$ cat src/hw/rtl/ssc_pkg.sv
// Shared constants, register indexes and helpers for the stride side classifier.
package ssc_pkg;

    // Field widths
    localparam int SAMPLE_W = 16;
    localparam int TIME_W   = 32;
    localparam int GAIN_W   = 9;
    localparam int THR_W    = 15;
    localparam int CFG_IDX_W  = 2;
    localparam int CFG_DATA_W = 15;
    localparam int CONF_W   = 9;
    localparam int CAD_W    = 16;
    localparam int SUM_W    = 40;
    localparam int CNT_W    = 24;

    // Register indexes on the configuration port
    localparam logic [CFG_IDX_W-1:0] REG_FILTER_GAIN        = 2'd0;
    localparam logic [CFG_IDX_W-1:0] REG_LANDING_THRESHOLD  = 2'd1;
    localparam logic [CFG_IDX_W-1:0] REG_RECOVERY_THRESHOLD = 2'd2;

    // Register reset values
    localparam logic [GAIN_W-1:0] GAIN_RESET = 9'd77;
    localparam logic [THR_W-1:0]  LAND_RESET = 15'd3763;
    localparam logic [THR_W-1:0]  REC_RESET  = 15'd3011;

    // Filter: unity gain and rounding offset (1/256 units)
    localparam logic [GAIN_W-1:0] GAIN_FULL   = 9'd256;
    localparam int                FILT_ACC_W  = 27;
    localparam logic [FILT_ACC_W-1:0] FILT_ROUND = 27'd128;

    // Cadence: 960000 = 15000 << 6 (Q12.4 steps per minute from ms)
    localparam int              CAD_K_W   = 14;
    localparam logic [CAD_K_W-1:0] CAD_K  = 14'd15000;
    localparam int              CAD_SHIFT = 6;
    localparam int              CAD_NUM_W = CNT_W + CAD_K_W + CAD_SHIFT;

    // Confidence limits, Q1.8
    localparam logic [CONF_W-1:0] CONF_AGREE_MAX    = 9'd256;
    localparam logic [CONF_W-1:0] CONF_DISAGREE_MAX = 9'd154;
    // t/3 saturates at 154 once t reaches 465; below that t/3 = (t*683) >> 11
    localparam logic [16:0]       DIV3_LIMIT = 17'd465;
    localparam logic [9:0]        DIV3_MUL   = 10'd683;
    localparam int                DIV3_SHIFT = 11;

    // Magnitude of a signed sample; -32768 maps to 32768
    function automatic logic [SAMPLE_W-1:0] mag16(input logic signed [SAMPLE_W-1:0] v);
        logic [SAMPLE_W-1:0] r;
        r = v[SAMPLE_W-1] ? SAMPLE_W'(-v) : SAMPLE_W'(v);
        return r;
    endfunction

endpackage

$ cat src/hw/rtl/stride_side_classifier.sv
// Top level: left/right foot landing classifier for IMU samples.
//
// Usage:
//   s_ channel: one IMU sample per beat (three accelerations, yaw rate, time).
//   m_ channel: exactly one result beat per sample (landing flag, foot,
//   confidence, cadence, landing count, echoed time).
//   cfg_ channel: register writes (0 filter gain, 1 landing threshold,
//   2 recovery threshold); always ready, issue only while the block is idle.
// Timing:
//   One sample at a time. Ten squares and products run on bit-serial
//   shift-add lanes; the next sample is accepted only once the widest lane
//   is done and the result is loaded. A landing that follows an earlier
//   landing at a nonzero time also runs the 16-step serial cadence divider,
//   which finishes at once when the quotient saturates.
//   The result is loaded into the output register from the done state,
//   after the multiply, evaluate, classify and, if needed, divide states.
// Reset:
//   aresetn (synchronous, active low) restores register defaults and clears
//   the filters, step state, interval sums and the landing count.
// Stall:
//   A result waiting on m_ready does not block the next sample; if a second
//   result is finished before the first is taken, the block holds it and
//   stops accepting samples until the output register frees up.
module stride_side_classifier (
    input  logic                                 aclk,
    input  logic                                 aresetn,
    // sample input
    input  logic                                 s_valid,
    output logic                                 s_ready,
    input  logic signed [ssc_pkg::SAMPLE_W-1:0]  s_accel_x,
    input  logic signed [ssc_pkg::SAMPLE_W-1:0]  s_accel_y,
    input  logic signed [ssc_pkg::SAMPLE_W-1:0]  s_accel_z,
    input  logic signed [ssc_pkg::SAMPLE_W-1:0]  s_yaw_rate,
    input  logic        [ssc_pkg::TIME_W-1:0]    s_time_ms,
    // result output
    output logic                                 m_valid,
    input  logic                                 m_ready,
    output logic                                 m_step_valid,
    output logic                                 m_left_foot,
    output logic        [ssc_pkg::CONF_W-1:0]    m_confidence,
    output logic        [ssc_pkg::CAD_W-1:0]     m_cadence,
    output logic        [ssc_pkg::TIME_W-1:0]    m_step_count,
    output logic        [ssc_pkg::TIME_W-1:0]    m_event_time,
    // configuration writes
    input  logic                                 cfg_valid,
    output logic                                 cfg_ready,
    input  logic        [ssc_pkg::CFG_IDX_W-1:0] cfg_index,
    input  logic        [ssc_pkg::CFG_DATA_W-1:0] cfg_data
);
    import ssc_pkg::*;

    localparam int SQ_W   = 2 * SAMPLE_W;
    localparam int THR2_W = 2 * THR_W;
    localparam int FP_W   = SAMPLE_W + GAIN_W;
    localparam int CADP_W = CNT_W + CAD_K_W;

    // Sequencer states
    localparam logic [2:0] ST_IDLE  = 3'd0;
    localparam logic [2:0] ST_MUL   = 3'd1;
    localparam logic [2:0] ST_EVAL  = 3'd2;
    localparam logic [2:0] ST_CLASS = 3'd3;
    localparam logic [2:0] ST_DIV   = 3'd4;
    localparam logic [2:0] ST_DONE  = 3'd5;

    logic [2:0] state_reg, state_next;

    // configuration
    logic [GAIN_W-1:0] gain_reg;
    logic [THR_W-1:0]  land_thr_reg;
    logic [THR_W-1:0]  rec_thr_reg;

    // running state
    logic signed [SAMPLE_W-1:0] lat_f_reg;
    logic signed [SAMPLE_W-1:0] yaw_f_reg;
    logic                       in_step_reg;
    logic [TIME_W-1:0]          last_time_reg;
    logic [SUM_W-1:0]           sum_reg;
    logic [CNT_W-1:0]           count_reg;
    logic [TIME_W-1:0]          total_reg;

    // per-sample working registers
    logic                       ay_neg_reg;
    logic                       yr_neg_reg;
    logic                       lf_neg_reg;
    logic                       yf_neg_reg;
    logic [TIME_W-1:0]          time_reg;
    logic                       landing_reg;
    logic                       cad_needed_reg;
    logic                       res_left_reg;
    logic [CONF_W-1:0]          res_conf_reg;

    // output register
    logic                       m_valid_reg;
    logic                       m_step_valid_reg;
    logic                       m_left_foot_reg;
    logic [CONF_W-1:0]          m_confidence_reg;
    logic [CAD_W-1:0]           m_cadence_reg;
    logic [TIME_W-1:0]          m_step_count_reg;
    logic [TIME_W-1:0]          m_event_time_reg;

    logic s_accept;
    logic out_load;
    logic mul_start;
    logic div_start;

    assign s_ready   = (state_reg == ST_IDLE);
    assign s_accept  = s_valid && s_ready;
    assign mul_start = s_accept;
    assign cfg_ready = 1'b1;

    // ---------------------------------------------------------------
    // Configuration registers
    always_ff @(posedge aclk) begin
        if (!aresetn) begin
            gain_reg     <= GAIN_RESET;
            land_thr_reg <= LAND_RESET;
            rec_thr_reg  <= REC_RESET;
        end else if (cfg_valid && cfg_ready) begin
            case (cfg_index)
                REG_FILTER_GAIN:        gain_reg     <= cfg_data[GAIN_W-1:0];
                REG_LANDING_THRESHOLD:  land_thr_reg <= cfg_data[THR_W-1:0];
                REG_RECOVERY_THRESHOLD: rec_thr_reg  <= cfg_data[THR_W-1:0];
                default: ;
            endcase
        end
    end

    // ---------------------------------------------------------------
    // Serial multiplier lanes, all started on the input beat
    logic [GAIN_W-1:0] gain_clip, gain_comp;
    logic [CNT_W-1:0]  count_inc;

    assign gain_clip = (gain_reg > GAIN_FULL) ? GAIN_FULL : gain_reg;
    assign gain_comp = GAIN_FULL - gain_clip;
    assign count_inc = (count_reg == {CNT_W{1'b1}}) ? count_reg : count_reg + 1'b1;

    logic [SQ_W-1:0]   sq_x, sq_y, sq_z;
    logic [THR2_W-1:0] land2, rec2;
    logic [FP_W-1:0]   p_lat_new, p_lat_old, p_yaw_new, p_yaw_old;
    logic [CADP_W-1:0] p_cad;
    logic [9:0]        lane_busy;
    logic              mul_busy;

    ssc_serial_mul #(.AW(SAMPLE_W), .BW(SAMPLE_W)) u_sq_x (
        .aclk(aclk), .aresetn(aresetn), .start(mul_start),
        .a(mag16(s_accel_x)), .b(mag16(s_accel_x)), .busy(lane_busy[0]), .prod(sq_x));
    ssc_serial_mul #(.AW(SAMPLE_W), .BW(SAMPLE_W)) u_sq_y (
        .aclk(aclk), .aresetn(aresetn), .start(mul_start),
        .a(mag16(s_accel_y)), .b(mag16(s_accel_y)), .busy(lane_busy[1]), .prod(sq_y));
    ssc_serial_mul #(.AW(SAMPLE_W), .BW(SAMPLE_W)) u_sq_z (
        .aclk(aclk), .aresetn(aresetn), .start(mul_start),
        .a(mag16(s_accel_z)), .b(mag16(s_accel_z)), .busy(lane_busy[2]), .prod(sq_z));
    ssc_serial_mul #(.AW(THR_W), .BW(THR_W)) u_land2 (
        .aclk(aclk), .aresetn(aresetn), .start(mul_start),
        .a(land_thr_reg), .b(land_thr_reg), .busy(lane_busy[3]), .prod(land2));
    ssc_serial_mul #(.AW(THR_W), .BW(THR_W)) u_rec2 (
        .aclk(aclk), .aresetn(aresetn), .start(mul_start),
        .a(rec_thr_reg), .b(rec_thr_reg), .busy(lane_busy[4]), .prod(rec2));
    ssc_serial_mul #(.AW(SAMPLE_W), .BW(GAIN_W)) u_lat_new (
        .aclk(aclk), .aresetn(aresetn), .start(mul_start),
        .a(mag16(s_accel_y)), .b(gain_clip), .busy(lane_busy[5]), .prod(p_lat_new));
    ssc_serial_mul #(.AW(SAMPLE_W), .BW(GAIN_W)) u_lat_old (
        .aclk(aclk), .aresetn(aresetn), .start(mul_start),
        .a(mag16(lat_f_reg)), .b(gain_comp), .busy(lane_busy[6]), .prod(p_lat_old));
    ssc_serial_mul #(.AW(SAMPLE_W), .BW(GAIN_W)) u_yaw_new (
        .aclk(aclk), .aresetn(aresetn), .start(mul_start),
        .a(mag16(s_yaw_rate)), .b(gain_clip), .busy(lane_busy[7]), .prod(p_yaw_new));
    ssc_serial_mul #(.AW(SAMPLE_W), .BW(GAIN_W)) u_yaw_old (
        .aclk(aclk), .aresetn(aresetn), .start(mul_start),
        .a(mag16(yaw_f_reg)), .b(gain_comp), .busy(lane_busy[8]), .prod(p_yaw_old));
    // cadence numerator for the speculative next interval count
    ssc_serial_mul #(.AW(CNT_W), .BW(CAD_K_W)) u_cad_num (
        .aclk(aclk), .aresetn(aresetn), .start(mul_start),
        .a(count_inc), .b(CAD_K), .busy(lane_busy[9]), .prod(p_cad));

    assign mul_busy = |lane_busy[9:0];

    // ---------------------------------------------------------------
    // Sample registers (signs of filter operands and the timestamp)
    always_ff @(posedge aclk) begin
        if (s_accept) begin
            ay_neg_reg <= s_accel_y[SAMPLE_W-1];
            yr_neg_reg <= s_yaw_rate[SAMPLE_W-1];
            lf_neg_reg <= lat_f_reg[SAMPLE_W-1];
            yf_neg_reg <= yaw_f_reg[SAMPLE_W-1];
            time_reg   <= s_time_ms;
        end
    end

    // ---------------------------------------------------------------
    // Evaluation: filter update, landing test, interval bookkeeping
    logic signed [FILT_ACC_W-1:0] lat_acc, yaw_acc;
    logic signed [FILT_ACC_W-1:0] lat_t_new, lat_t_old, yaw_t_new, yaw_t_old;
    logic signed [SAMPLE_W-1:0]   lat_new, yaw_new;
    logic [SQ_W-1:0]              m2;
    logic                         landing_w;
    logic                         recover_w;
    logic                         has_prior;
    logic [TIME_W-1:0]            interval;
    logic [SUM_W:0]               sum_wide;
    logic [SUM_W-1:0]             sum_sat;

    always_comb begin
        lat_t_new = $signed({2'b00, p_lat_new});
        lat_t_old = $signed({2'b00, p_lat_old});
        yaw_t_new = $signed({2'b00, p_yaw_new});
        yaw_t_old = $signed({2'b00, p_yaw_old});
        if (ay_neg_reg) lat_t_new = -lat_t_new;
        if (lf_neg_reg) lat_t_old = -lat_t_old;
        if (yr_neg_reg) yaw_t_new = -yaw_t_new;
        if (yf_neg_reg) yaw_t_old = -yaw_t_old;
        lat_acc = lat_t_new + lat_t_old + $signed(FILT_ROUND);
        yaw_acc = yaw_t_new + yaw_t_old + $signed(FILT_ROUND);
        // weighted average always fits 16 bits after the divide by 256
        lat_new = lat_acc[SAMPLE_W+7:8];
        yaw_new = yaw_acc[SAMPLE_W+7:8];
    end

    always_comb begin
        m2        = sq_x + sq_y + sq_z;
        landing_w = (m2 > SQ_W'(land2)) && !in_step_reg;
        recover_w = (m2 < SQ_W'(rec2));
        has_prior = (last_time_reg != '0);
        interval  = time_reg - last_time_reg;
        sum_wide  = {1'b0, sum_reg} + (SUM_W + 1)'(interval);
        sum_sat   = sum_wide[SUM_W] ? {SUM_W{1'b1}} : sum_wide[SUM_W-1:0];
    end

    assign div_start = (state_reg == ST_EVAL) && landing_w && has_prior;

    always_ff @(posedge aclk) begin
        if (!aresetn) begin
            lat_f_reg     <= '0;
            yaw_f_reg     <= '0;
            in_step_reg   <= 1'b0;
            last_time_reg <= '0;
            sum_reg       <= '0;
            count_reg     <= '0;
            total_reg     <= '0;
        end else if (state_reg == ST_EVAL) begin
            lat_f_reg <= lat_new;
            yaw_f_reg <= yaw_new;
            if (landing_w) begin
                in_step_reg   <= 1'b1;
                last_time_reg <= time_reg;
                total_reg     <= total_reg + 1'b1;
                if (has_prior) begin
                    sum_reg   <= sum_sat;
                    count_reg <= count_inc;
                end
            end else if (recover_w) begin
                in_step_reg <= 1'b0;
            end
        end
    end

    always_ff @(posedge aclk) begin
        if (state_reg == ST_EVAL) begin
            landing_reg    <= landing_w;
            cad_needed_reg <= landing_w && has_prior;
        end
    end

    // ---------------------------------------------------------------
    // Cadence divider: 960000 * count / interval sum
    logic [CAD_W-1:0] div_quo;
    logic             div_busy;

    ssc_serial_div #(.NW(CAD_NUM_W), .DW(SUM_W), .QW(CAD_W)) u_cad_div (
        .aclk    (aclk),
        .aresetn (aresetn),
        .start   (div_start),
        .num     ({p_cad, {CAD_SHIFT{1'b0}}}),
        .den     (sum_sat),
        .busy    (div_busy),
        .quo     (div_quo)
    );

    // ---------------------------------------------------------------
    // Foot choice and confidence from the updated filter values
    logic [SAMPLE_W-1:0] lat_mag, yaw_mag;
    logic [16:0]         mag_sum;
    logic                lat_left, yaw_left, agree, left_w;
    logic [18:0]         div3_prod;
    logic [CONF_W-1:0]   conf_agree, conf_disagree, conf_w;

    always_comb begin
        lat_mag   = mag16(lat_f_reg);
        yaw_mag   = mag16(yaw_f_reg);
        mag_sum   = {1'b0, lat_mag} + {1'b0, yaw_mag};
        lat_left  = !lat_f_reg[SAMPLE_W-1] && (lat_f_reg != '0);
        yaw_left  = !yaw_f_reg[SAMPLE_W-1] && (yaw_f_reg != '0);
        agree     = (lat_left && yaw_left) ||
                    (lat_f_reg[SAMPLE_W-1] && yaw_f_reg[SAMPLE_W-1]);
        if (lat_left == yaw_left) begin
            left_w = lat_left;
        end else begin
            left_w = (lat_mag > yaw_mag) ? lat_left : yaw_left;
        end
        conf_agree    = (mag_sum[16:1] > 16'(CONF_AGREE_MAX)) ? CONF_AGREE_MAX
                                                              : mag_sum[CONF_W:1];
        div3_prod     = mag_sum[8:0] * DIV3_MUL;
        conf_disagree = (mag_sum >= DIV3_LIMIT) ? CONF_DISAGREE_MAX
                                                : {1'b0, div3_prod[18:DIV3_SHIFT]};
        conf_w        = agree ? conf_agree : conf_disagree;
    end

    always_ff @(posedge aclk) begin
        if (state_reg == ST_CLASS) begin
            res_left_reg <= landing_reg && left_w;
            res_conf_reg <= landing_reg ? conf_w : '0;
        end
    end

    // ---------------------------------------------------------------
    // Sequencer
    assign out_load = (state_reg == ST_DONE) && (!m_valid_reg || m_ready);

    always_comb begin
        state_next = state_reg;
        case (state_reg)
            ST_IDLE:  if (s_accept) state_next = ST_MUL;
            ST_MUL:   if (!mul_busy) state_next = ST_EVAL;
            ST_EVAL:  state_next = ST_CLASS;
            ST_CLASS: state_next = cad_needed_reg ? ST_DIV : ST_DONE;
            ST_DIV:   if (!div_busy) state_next = ST_DONE;
            ST_DONE:  if (out_load) state_next = ST_IDLE;
            default:  state_next = ST_IDLE;
        endcase
    end

    always_ff @(posedge aclk) begin
        if (!aresetn) begin
            state_reg <= ST_IDLE;
        end else begin
            state_reg <= state_next;
        end
    end

    // ---------------------------------------------------------------
    // Output register
    always_ff @(posedge aclk) begin
        if (!aresetn) begin
            m_valid_reg <= 1'b0;
        end else if (out_load) begin
            m_valid_reg <= 1'b1;
        end else if (m_ready) begin
            m_valid_reg <= 1'b0;
        end
    end

    always_ff @(posedge aclk) begin
        if (out_load) begin
            m_step_valid_reg <= landing_reg;
            m_left_foot_reg  <= res_left_reg;
            m_confidence_reg <= res_conf_reg;
            m_cadence_reg    <= cad_needed_reg ? div_quo : '0;
            m_step_count_reg <= total_reg;
            m_event_time_reg <= time_reg;
        end
    end

    assign m_valid      = m_valid_reg;
    assign m_step_valid = m_step_valid_reg;
    assign m_left_foot  = m_left_foot_reg;
    assign m_confidence = m_confidence_reg;
    assign m_cadence    = m_cadence_reg;
    assign m_step_count = m_step_count_reg;
    assign m_event_time = m_event_time_reg;

    // ---------------------------------------------------------------
    // Assertions
    assert_lanes_done: assert property (@(posedge aclk) disable iff (!aresetn)
        (state_reg == ST_EVAL) |-> !mul_busy)
        else $error("multiplier lanes still running at evaluation");

    assert_landing_sets_step: assert property (@(posedge aclk) disable iff (!aresetn)
        (state_reg == ST_EVAL && landing_w) |=> in_step_reg)
        else $error("landing did not set the step state");

    assert_count_only_on_landing: assert property (@(posedge aclk) disable iff (!aresetn)
        (state_reg == ST_EVAL && !landing_w) |=> $stable(total_reg))
        else $error("landing count moved without a landing");

    assert_div_done_at_output: assert property (@(posedge aclk) disable iff (!aresetn)
        (state_reg == ST_DONE) |-> !div_busy)
        else $error("cadence divider busy when the result is released");

endmodule

$ cat src/hw/rtl/ssc_serial_mul.sv
// Bit-serial shift-add multiplier, one multiplier bit per cycle, LSB first.
module ssc_serial_mul #(
    parameter int AW = 16,
    parameter int BW = 16
) (
    input  logic             aclk,
    input  logic             aresetn,
    input  logic             start,
    input  logic [AW-1:0]    a,
    input  logic [BW-1:0]    b,
    output logic             busy,
    output logic [AW+BW-1:0] prod
);
    localparam int CW = $clog2(BW + 1);

    logic [CW-1:0]    cnt_reg, cnt_next;
    logic [AW-1:0]    a_reg;
    logic [AW+BW-1:0] acc_reg, acc_next;
    logic [AW:0]      part_sum;

    // Add the multiplicand into the upper half when the current bit is set
    always_comb begin
        part_sum = {1'b0, acc_reg[AW+BW-1:BW]} + (acc_reg[0] ? {1'b0, a_reg} : {(AW+1){1'b0}});
        acc_next = {part_sum, acc_reg[BW-1:1]};
    end

    always_comb begin
        if (start) begin
            cnt_next = CW'(BW);
        end else if (cnt_reg != '0) begin
            cnt_next = cnt_reg - 1'b1;
        end else begin
            cnt_next = cnt_reg;
        end
    end

    always_ff @(posedge aclk) begin
        if (!aresetn) begin
            cnt_reg <= '0;
        end else begin
            cnt_reg <= cnt_next;
        end
    end

    // Operand and product shift register
    always_ff @(posedge aclk) begin
        if (start) begin
            a_reg   <= a;
            acc_reg <= {{AW{1'b0}}, b};
        end else if (cnt_reg != '0) begin
            acc_reg <= acc_next;
        end
    end

    assign busy = (cnt_reg != '0);
    assign prod = acc_reg;

endmodule

$ cat src/hw/rtl/ssc_serial_div.sv
// Restoring divider, one quotient bit per cycle, saturating at all ones.
module ssc_serial_div #(
    parameter int NW = 44,
    parameter int DW = 40,
    parameter int QW = 16
) (
    input  logic          aclk,
    input  logic          aresetn,
    input  logic          start,
    input  logic [NW-1:0] num,
    input  logic [DW-1:0] den,
    output logic          busy,
    output logic [QW-1:0] quo
);
    localparam int CW = $clog2(QW + 1);
    localparam int WW = DW + QW;

    logic [CW-1:0] cnt_reg, cnt_next;
    logic [DW-1:0] den_reg;
    logic [DW-1:0] rem_reg, rem_next;
    // numerator low bits shift out at the top, quotient bits shift in below
    logic [QW-1:0] sh_reg, sh_next;
    logic          sat;
    logic [DW:0]   trial, diff;
    logic          ge;

    // Quotient overflows (or divisor is zero) when num >= den * 2^QW
    assign sat = (WW'(num) >= {den, {QW{1'b0}}});

    always_comb begin
        trial    = {rem_reg, sh_reg[QW-1]};
        diff     = trial - {1'b0, den_reg};
        ge       = (trial >= {1'b0, den_reg});
        rem_next = ge ? diff[DW-1:0] : trial[DW-1:0];
        sh_next  = {sh_reg[QW-2:0], ge};
    end

    always_comb begin
        if (start) begin
            cnt_next = sat ? '0 : CW'(QW);
        end else if (cnt_reg != '0) begin
            cnt_next = cnt_reg - 1'b1;
        end else begin
            cnt_next = cnt_reg;
        end
    end

    always_ff @(posedge aclk) begin
        if (!aresetn) begin
            cnt_reg <= '0;
        end else begin
            cnt_reg <= cnt_next;
        end
    end

    // Datapath: load, then one step per cycle
    always_ff @(posedge aclk) begin
        if (start) begin
            den_reg <= den;
            rem_reg <= DW'(num[NW-1:QW]);
            sh_reg  <= sat ? {QW{1'b1}} : num[QW-1:0];
        end else if (cnt_reg != '0) begin
            rem_reg <= rem_next;
            sh_reg  <= sh_next;
        end
    end

    assign busy = (cnt_reg != '0);
    assign quo  = sh_reg;

endmodule

$ cat config.mk
export PLATFORM = sky130hd
export DESIGN_NAME = stride_side_classifier
export DESIGN_NICKNAME = d
export VERILOG_FILES = /design/src/hw/rtl/ssc_pkg.sv /design/src/hw/rtl/stride_side_classifier.sv /design/src/hw/rtl/ssc_serial_mul.sv /design/src/hw/rtl/ssc_serial_div.sv
export SDC_FILE = /design/constraint.sdc
export NUM_CORES = 2
export LEC_CHECK = 0
export BUFFER_PORTS_ARGS = -buffer_cell sky130_fd_sc_hd__buf_2
export CORE_UTILIZATION = 58
export CTS_CLUSTER_DIAMETER = 200
export CTS_CLUSTER_SIZE = 14
export DETAILED_ROUTE_END_ITERATION = 8
export PLACE_DENSITY = 0.78
export SLEW_MARGIN = 20
export SYNTH_ARGS = -nofsm -noshare
export SYNTH_HDL_FRONTEND = slang
export SYNTH_HIERARCHICAL = 1
export SYNTH_SLANG_ARGS = --single-unit
$ cat constraint.sdc
create_clock -name aclk -period 8 [get_ports aclk]
set_input_delay 0 -clock aclk [delete_from_list [all_inputs] [get_ports aclk]]
set_output_delay 0 -clock aclk [all_outputs]
set_load 0.02 [all_outputs]
Yosys cells after proc, flatten, opt, wreduce, memory -nomap -nowiden

Index checks and enable logic that the tools add are counted.

Bits in latches: 0
Output and inout port bits: 94
Memory bits (read-only): 0
Bits in writable memories: 0
Register bits: 931
Memories kept: 0
Word-level logic and storage cells: 286
Input bits: 118

Reduce and logical (&&, ||, !) cells: 55
Divide/modulo/power cells: 0
Bitwise gates (word level): 1
$mul: 1
Shift-type cells: 0
Equality and inequality tests: 13
Magnitude comparators: 8
Muxes and demuxes: 85
Add/subtract/negate cells: 44

Operators by type and width:

| operator                                       | number |
|---|---|
| 2-to-1 mux 16 bit                              | 21 |
| 2-to-1 mux 24 bit                              | 6 |
| adder 16 x 16 -> 17 bit                        | 8 |
| 2-to-1 mux 15 bit                              | 7 |
| 2-to-1 mux 9 bit                               | 11 |
| negation 16 bit                                | 6 |
| negation 24 bit                                | 4 |
| 2-to-1 mux 40 bit                              | 2 |
| adder 32 bit                                   | 2 |
| >= comparator 44 x 56 -> 1 bit                 | 1 |
| 2-to-1 mux 28 bit                              | 2 |
| 2-to-1 mux 4 bit                               | 14 |
| adder 24 bit                                   | 2 |
| adder 24 x 9 -> 24 bit (second input constant) | 2 |
| 2-to-1 mux 5 bit                               | 9 |
| adder 40 x 32 -> 41 bit                        | 1 |
| >= comparator 41 x 40 -> 1 bit                 | 1 |
| subtractor 40 bit                              | 1 |
| adder 15 x 15 -> 16 bit                        | 2 |
| adder 32 x 1 -> 32 bit (second input constant) | 1 |
| greater-than comparator 32 x 30 -> 1 bit       | 1 |
| < comparator 32 x 30 -> 1 bit                  | 1 |
| nonzero test 16 bit                            | 2 |
| nonzero test 32 bit                            | 1 |
| 38 further kinds                               | 99 |

Longest topological paths before layout

Depth after elaboration: 7
Gate-level depth with buffers: 36
Depth with buffers taken out: 33

Hierarchy

Netlist, hierarchy kept.

Modules (own cells, without submodules):

| module                          | cells an instance | seq. area each (µm²) | area an instance (µm²) | times used |
|---|---|---|---|---|
| stride_side_classifier          | 3296              | 8257.9               | 28387.2                | 1 |
| ssc_serial_mul at u_lat_new ... | 238               | 1151.1               | 2494.9                 | 4 |
| ssc_serial_mul at u_sq_x ...    | 265               | 1381.3               | 2820.2                 | 3 |
| ssc_serial_div                  | 845               | 2862.7               | 7578.5                 | 1 |
| ssc_serial_mul at u_cad_num     | 360               | 1701.6               | 3693.5                 | 1 |
| ssc_serial_mul at u_land2       | 246               | 1281.2               | 2662.6                 | 1 |
| ssc_serial_mul at u_rec2        | 247               | 1281.2               | 2622.5                 | 1 |

Least setup slack after synthesis

OpenSTA, ideal clock, no wires.

Kind: reg2reg
Start: register u_sq_x.acc_reg[1] (netlist: u_sq_x/prod[1])
End: register u_cad_div.sh_reg[0] (netlist: u_cad_div/quo[0]), enable pin
Period minus slack after synthesis: 8.622 ns
Cell stages (with the launch flop): 29
Data arrival time: 8.220 ns
Setup time: 0.402 ns
Required time: 7.598 ns
Buffers on the path: 4
Slack: -0.622 ns
Cell sequence: edfxtp_1 -> fa_1 -> ha_1 -> fa_1 -> a211oi_1 -> nor2_1 -> o41a_1 -> a21o_1 -> or2_2 -> a211oi_1 -> o21bai_1 -> a21oi_1 -> xnor2_1 -> ha_1 -> a21o_1 -> a21oi_1 -> o211ai_1 -> o311ai_0 -> nor3_1 -> a2bb2oi_1 -> o32ai_1 -> a21oi_4 -> inv_2 -> clkbuf_1 -> buf_2 -> clkinv_1 -> clkbuf_1 -> clkbuf_1 -> nand2_1

Cells in the longest elaborated chain, start to end: 7

RTL lines:

| element                                  | RTL line                      | source |
|---|---|---|
| start: declaration                       | ssc_serial_mul.sv:18          | `logic [AW+BW-1:0] acc_reg, acc_next;` |
| start signal: assignment                 | ssc_serial_mul.sv:49          | `acc_reg <= {{AW{1'b0}}, b};` |
| start signal: assignment                 | ssc_serial_mul.sv:51          | `acc_reg <= acc_next;` |
| adder 32 bit (2 in a row)                | stride_side_classifier.sv:220 | `m2 = sq_x + sq_y + sq_z;` |
| greater-than comparator 32 x 30 -> 1 bit | stride_side_classifier.sv:221 | `landing_w = (m2 > SQ_W'(land2)) && !in_step_reg;` |
| logical AND 1 bit                        | stride_side_classifier.sv:221 |  |
| logical AND 1 bit (2 in a row)           | stride_side_classifier.sv:229 | `assign div_start = (state_reg == ST_EVAL) && landing_w && has_prior;` |
| named net div_start                      | stride_side_classifier.sv:104 | `logic div_start;` |
| nonzero test 2 bit (no source line)      | -                             |  |
| end signal: assignment                   | ssc_serial_div.sv:61          | `sh_reg <= sat ? {QW{1'b1}} : num[QW-1:0];` |
| end signal: assignment                   | ssc_serial_div.sv:64          | `sh_reg <= sh_next;` |
| end: declaration                         | ssc_serial_div.sv:22          | `logic [QW-1:0] sh_reg, sh_next;` |

The timed path passes the listed nets, and every way through them passes these cells.
A chain may end at the register's enable or synchronous reset.

Worst setup path in the final report

Start: register u_sq_x.acc_reg[0] (netlist: u_sq_x/prod[0])
End: register u_cad_div.cnt_reg[4]

Cells in the longest elaborated chain, start to end: 7
Elaborated cells between the ends (all ways): 8
Classes of those cells: add/sub (2); order compare (1); mux (1); reduce/logical (4)

RTL lines:

| element                                                | RTL line                      | source |
|---|---|---|
| adder 32 bit (*) (2 in a row)                          | stride_side_classifier.sv:220 |  |
| greater-than comparator 32 x 30 -> 1 bit (*)           | stride_side_classifier.sv:221 |  |
| logical AND 1 bit (*)                                  | stride_side_classifier.sv:221 |  |
| logical AND 1 bit (*) (2 in a row)                     | stride_side_classifier.sv:229 |  |
| 2-to-1 mux 5 bit or nonzero test 2 bit (tied branches) | -                             |  |
| end signal: assignment                                 | ssc_serial_div.sv:52          | `cnt_reg <= cnt_next;` |
| end: declaration                                       | ssc_serial_div.sv:18          | `logic [CW-1:0] cnt_reg, cnt_next;` |

Mark *: on every way between the ends. The rest lies on a longest branch, timed or not.

==> summary.txt <==
Setup path
  • Peak per-stage delay on the critical path: approximately 0.62 ns
  • FF-to-FF Start: u_sq_x/prod[0]
  • Critical path launch point type: register
  • CP Launch Point: u_sq_x/prod[0]
  • Crit Path Class: register to register
  • Req. time, crit path: 8.58 ns
  • Most used cell along the critical path: a21o_1
  • Worst Path Arrival: 8.13 ns
  • Worst Setup End Kind: register
  • Crit-path max FO: 17
  • Flop-to-flop setup slack: 0.45 ns
  • Slowest CP cell: edfxtp_1

Die
  • Initial Util: 58.9%
  • Core Area: 108,000 µm²
  • DIE WIDTH: 333 µm
  • Die ar.: 111,000 µm²
  • Vert. Die Dim: ~330 µm
  • Site Rows: 120
  • Ports: 212

Logic synthesis
  • Post-Syn Instances: 6,741
  • Syn Area/Cell: between 9 and 10 µm²
  • Warnings, synthesis: 6
  • Synth Register Bits: 947
  • Sequential share of the synthesized area: 38.1%
  • Netlist Area Pre-Place: 63,400 µm²
  • Share of flip-flops with an asynchronous set or reset: 0%
  • Netlist cell types: 122
  • Post-synth EDFFs: 517
  • Most common flop cell mapped by yosys: edfxtp_1

Global route
  • Tot GR Track Use: between 30% and 40%
  • Largest net degree at the start of global routing: 147
  • Initial antenna violation count: 10
  • Total gr overflow: 0
  • First-pass GRT wire length: 276 mm
  • Vias in the first global route: 49.9k

CTS
  • CTS tree: yes
  • Clock transition at path regs: 0.07 ns
  • H-tree level count: 3
  • Post-CTS Repair Setup Buffers: 0
  • Clock Tree Buf Depth: 3
  • Clk_lat worst skew: 0.73 ns
  • Clk sink count: 947
  • TritonCTS Buffers: 77
  • CTS Root Cell: clkbuf_16

Detailed routing
  • Post-route ant nets: 0
  • Final wirelength: 177 mm
  • Via count: 52.6k
  • Wire per inst: ~21 µm
  • Uppermost layer routed: met5
  • Number of detailed-route iterations in the first pass: 6
  • Wl on met1: 75.6 mm
  • Vias per cell: 6.19
  • Met3 WL: roughly 12 mm
  • Routed wl met2: 82.4 mm
  • Drc violations: 0
  • Initial DRC count: 4,677

Timing
  • Setup WS post-layout: between 0.4 and 0.5 ns
  • Max Fclk: 132 MHz
  • Slew headroom: 30.6%
  • Worst Tran Pin Value: 1.03 ns
  • Setup TNS: 0 ns
  • Final worst path period share: 94.4%
  • Final min period: approximately 7.6 ns
  • Hold Fails Final Rpt: 0
  • Final setup violation count: 0
  • Worst Skew: 0.0521 ns
  • Slew Limit Fails: 0

Final layout
  • Final core utilization: 64.7%
  • Multi-input logic area: ~37,000 µm²
  • Final Non-Filler Cells: 8,491
  • Share of layout cells above drive strength 1: under 10%
  • Most frequent cells in the layout: nand2_1, ha_1, edfxtp_1, a21oi_1, dfxtp_1
  • Fill cells: 8,503
  • Commonest non-fill, non-tap cell in the layout: nand2_1
  • Area delta synth->final: 9.83%
  • Sequential standard cell area: around 24,000 µm²
  • Nets: 7,778

Power and ir drop
  • Total Power: 0.0257 W
  • Pwr dens: between 300 and 400 nW/µm²
  • Pleak: 28.5 nW
  • Peak VDD IR: 0.393 mV

Worst hold path
  • Hold Crit Class: input pin to register
  • Min-delay src: s_time_ms[15]

Run status
  • Status: finished clean

Place
  • IO buf count: 210
  • Dpl cells: 8,181
  • HPWL after DPL: 131 mm
  • Gp weighted congestion: 0.993
  • Pre-CTS setup slack: 0.474 ns

Run
  • Max-Cap Viols: 0
-- synthesized netlist by cell type (125+ instances only) --
| cell | instances | area share [%] |
|---|---|---|
| nand2_1 | 701 | 4.2 |
| ha_1 | 578 | 11 |
| edfxtp_1 | 517 | 24 |
| a21oi_1 | 507 | 4.0 |
| dfxtp_1 | 430 | 14 |
| inv_1 | 417 | 2.5 |
| nor2_1 | 364 | 2.2 |
| xnor2_1 | 361 | 5.0 |
| o21ai_0 | 301 | 2.4 |
| and2_1 | 209 | 2.1 |
| nand3_1 | 202 | 1.6 |
| clkbuf_1 | 176 | 1.0 |
| a21o_1 | 163 | 1.9 |
| mux2_2 | 125 | 2.2 |
-- report_power, final --
group / switching [W] / leakage [nW] / internal, W
combinational: 0.00849 / 18.8 / 0.00600
clock: 0.00191 / 1.09 / 0.00185
sequential: 0.00110 / 8.53 / 0.00634
total: 0.0115 / 28.5 / 0.0142
-- worst paths after layout --
| path | end | cells past startpoint |
|---|---|---|
| max reg2reg | u_cad_div/cnt_reg[4] | 29 |
| min | time_reg[15] | 2 |
| max | u_cad_div/cnt_reg[4] | 29 |
| min reg2reg | m_confidence[1] | 0 |
-- critical path: cells and delay by family, from the launching register on --
kind	cells	cell delay, ns
AND/OR/NAND/NOR	9	1.77
XOR/XNOR	1	0.23
buffers and inverters	2	0.26
flip-flops	1	0.62
AO/OA/AOI/OAI	13	3.07
adder cells (fa/ha/maj)	4	1.50
-- routing by layer --
metal | track usage (%) | vias up
li1 | - | 25000
met1 | 41.5 | 25200
met2 | 51.7 | 2037
met3 | 3.72 | 370
met4 | 12.2 | 6
met5 | 0 | -
-- cells by family (layout without fill, tap and decap cells) --
kind of cell	after synthesis	after routing	share of synthesized area [%]
adders and majority gates	644	644	13.5
muxes	192	192	3.35
xor gates and xnor gates	473	473	6.57
DFF	947	947	38.1
other	2	34	0.0118
AOI/OAI and AO/OA	1701	1701	17.7
and+or+nand+nor	2110	2110	16.6
buffers and inverters	672	987	4.17
-- stage by stage --
step / hold slack [ns] / instance area (µm²)
2_1_floorplan: 0.0989 / 63500
6_report: 0.0350 / 69600
3_3_place_gp: 0.177 / 65700
4_1_cts: 0.00502 / 69600
5_1_grt: 0.0292 / 69600
3_5_place_dp: 0.179 / 65700
-- layout make-up --
cell class / instances / area share [%]
diodes: 7 / 0.0252
multi-input cells: 5147 / 52.8
clock buffers: 136 / 3.09
well taps: 1403 / 2.52
inverters: 429 / 2.32
repair buffers: 414 / 4.35
flip-flops and latches: 947 / 34.7
clock inverters: 8 / 0.232
-- timing repair --
| action | CTS | global route |
|---|---|---|
| setup endpoints to repair | 0 | 38 |
| hold buffers | 159 | 0 |
| hold endpoints to repair | 249 | 0 |
| gates resized for setup | 0 | 7 |
(Power assumes the default switching activity.)
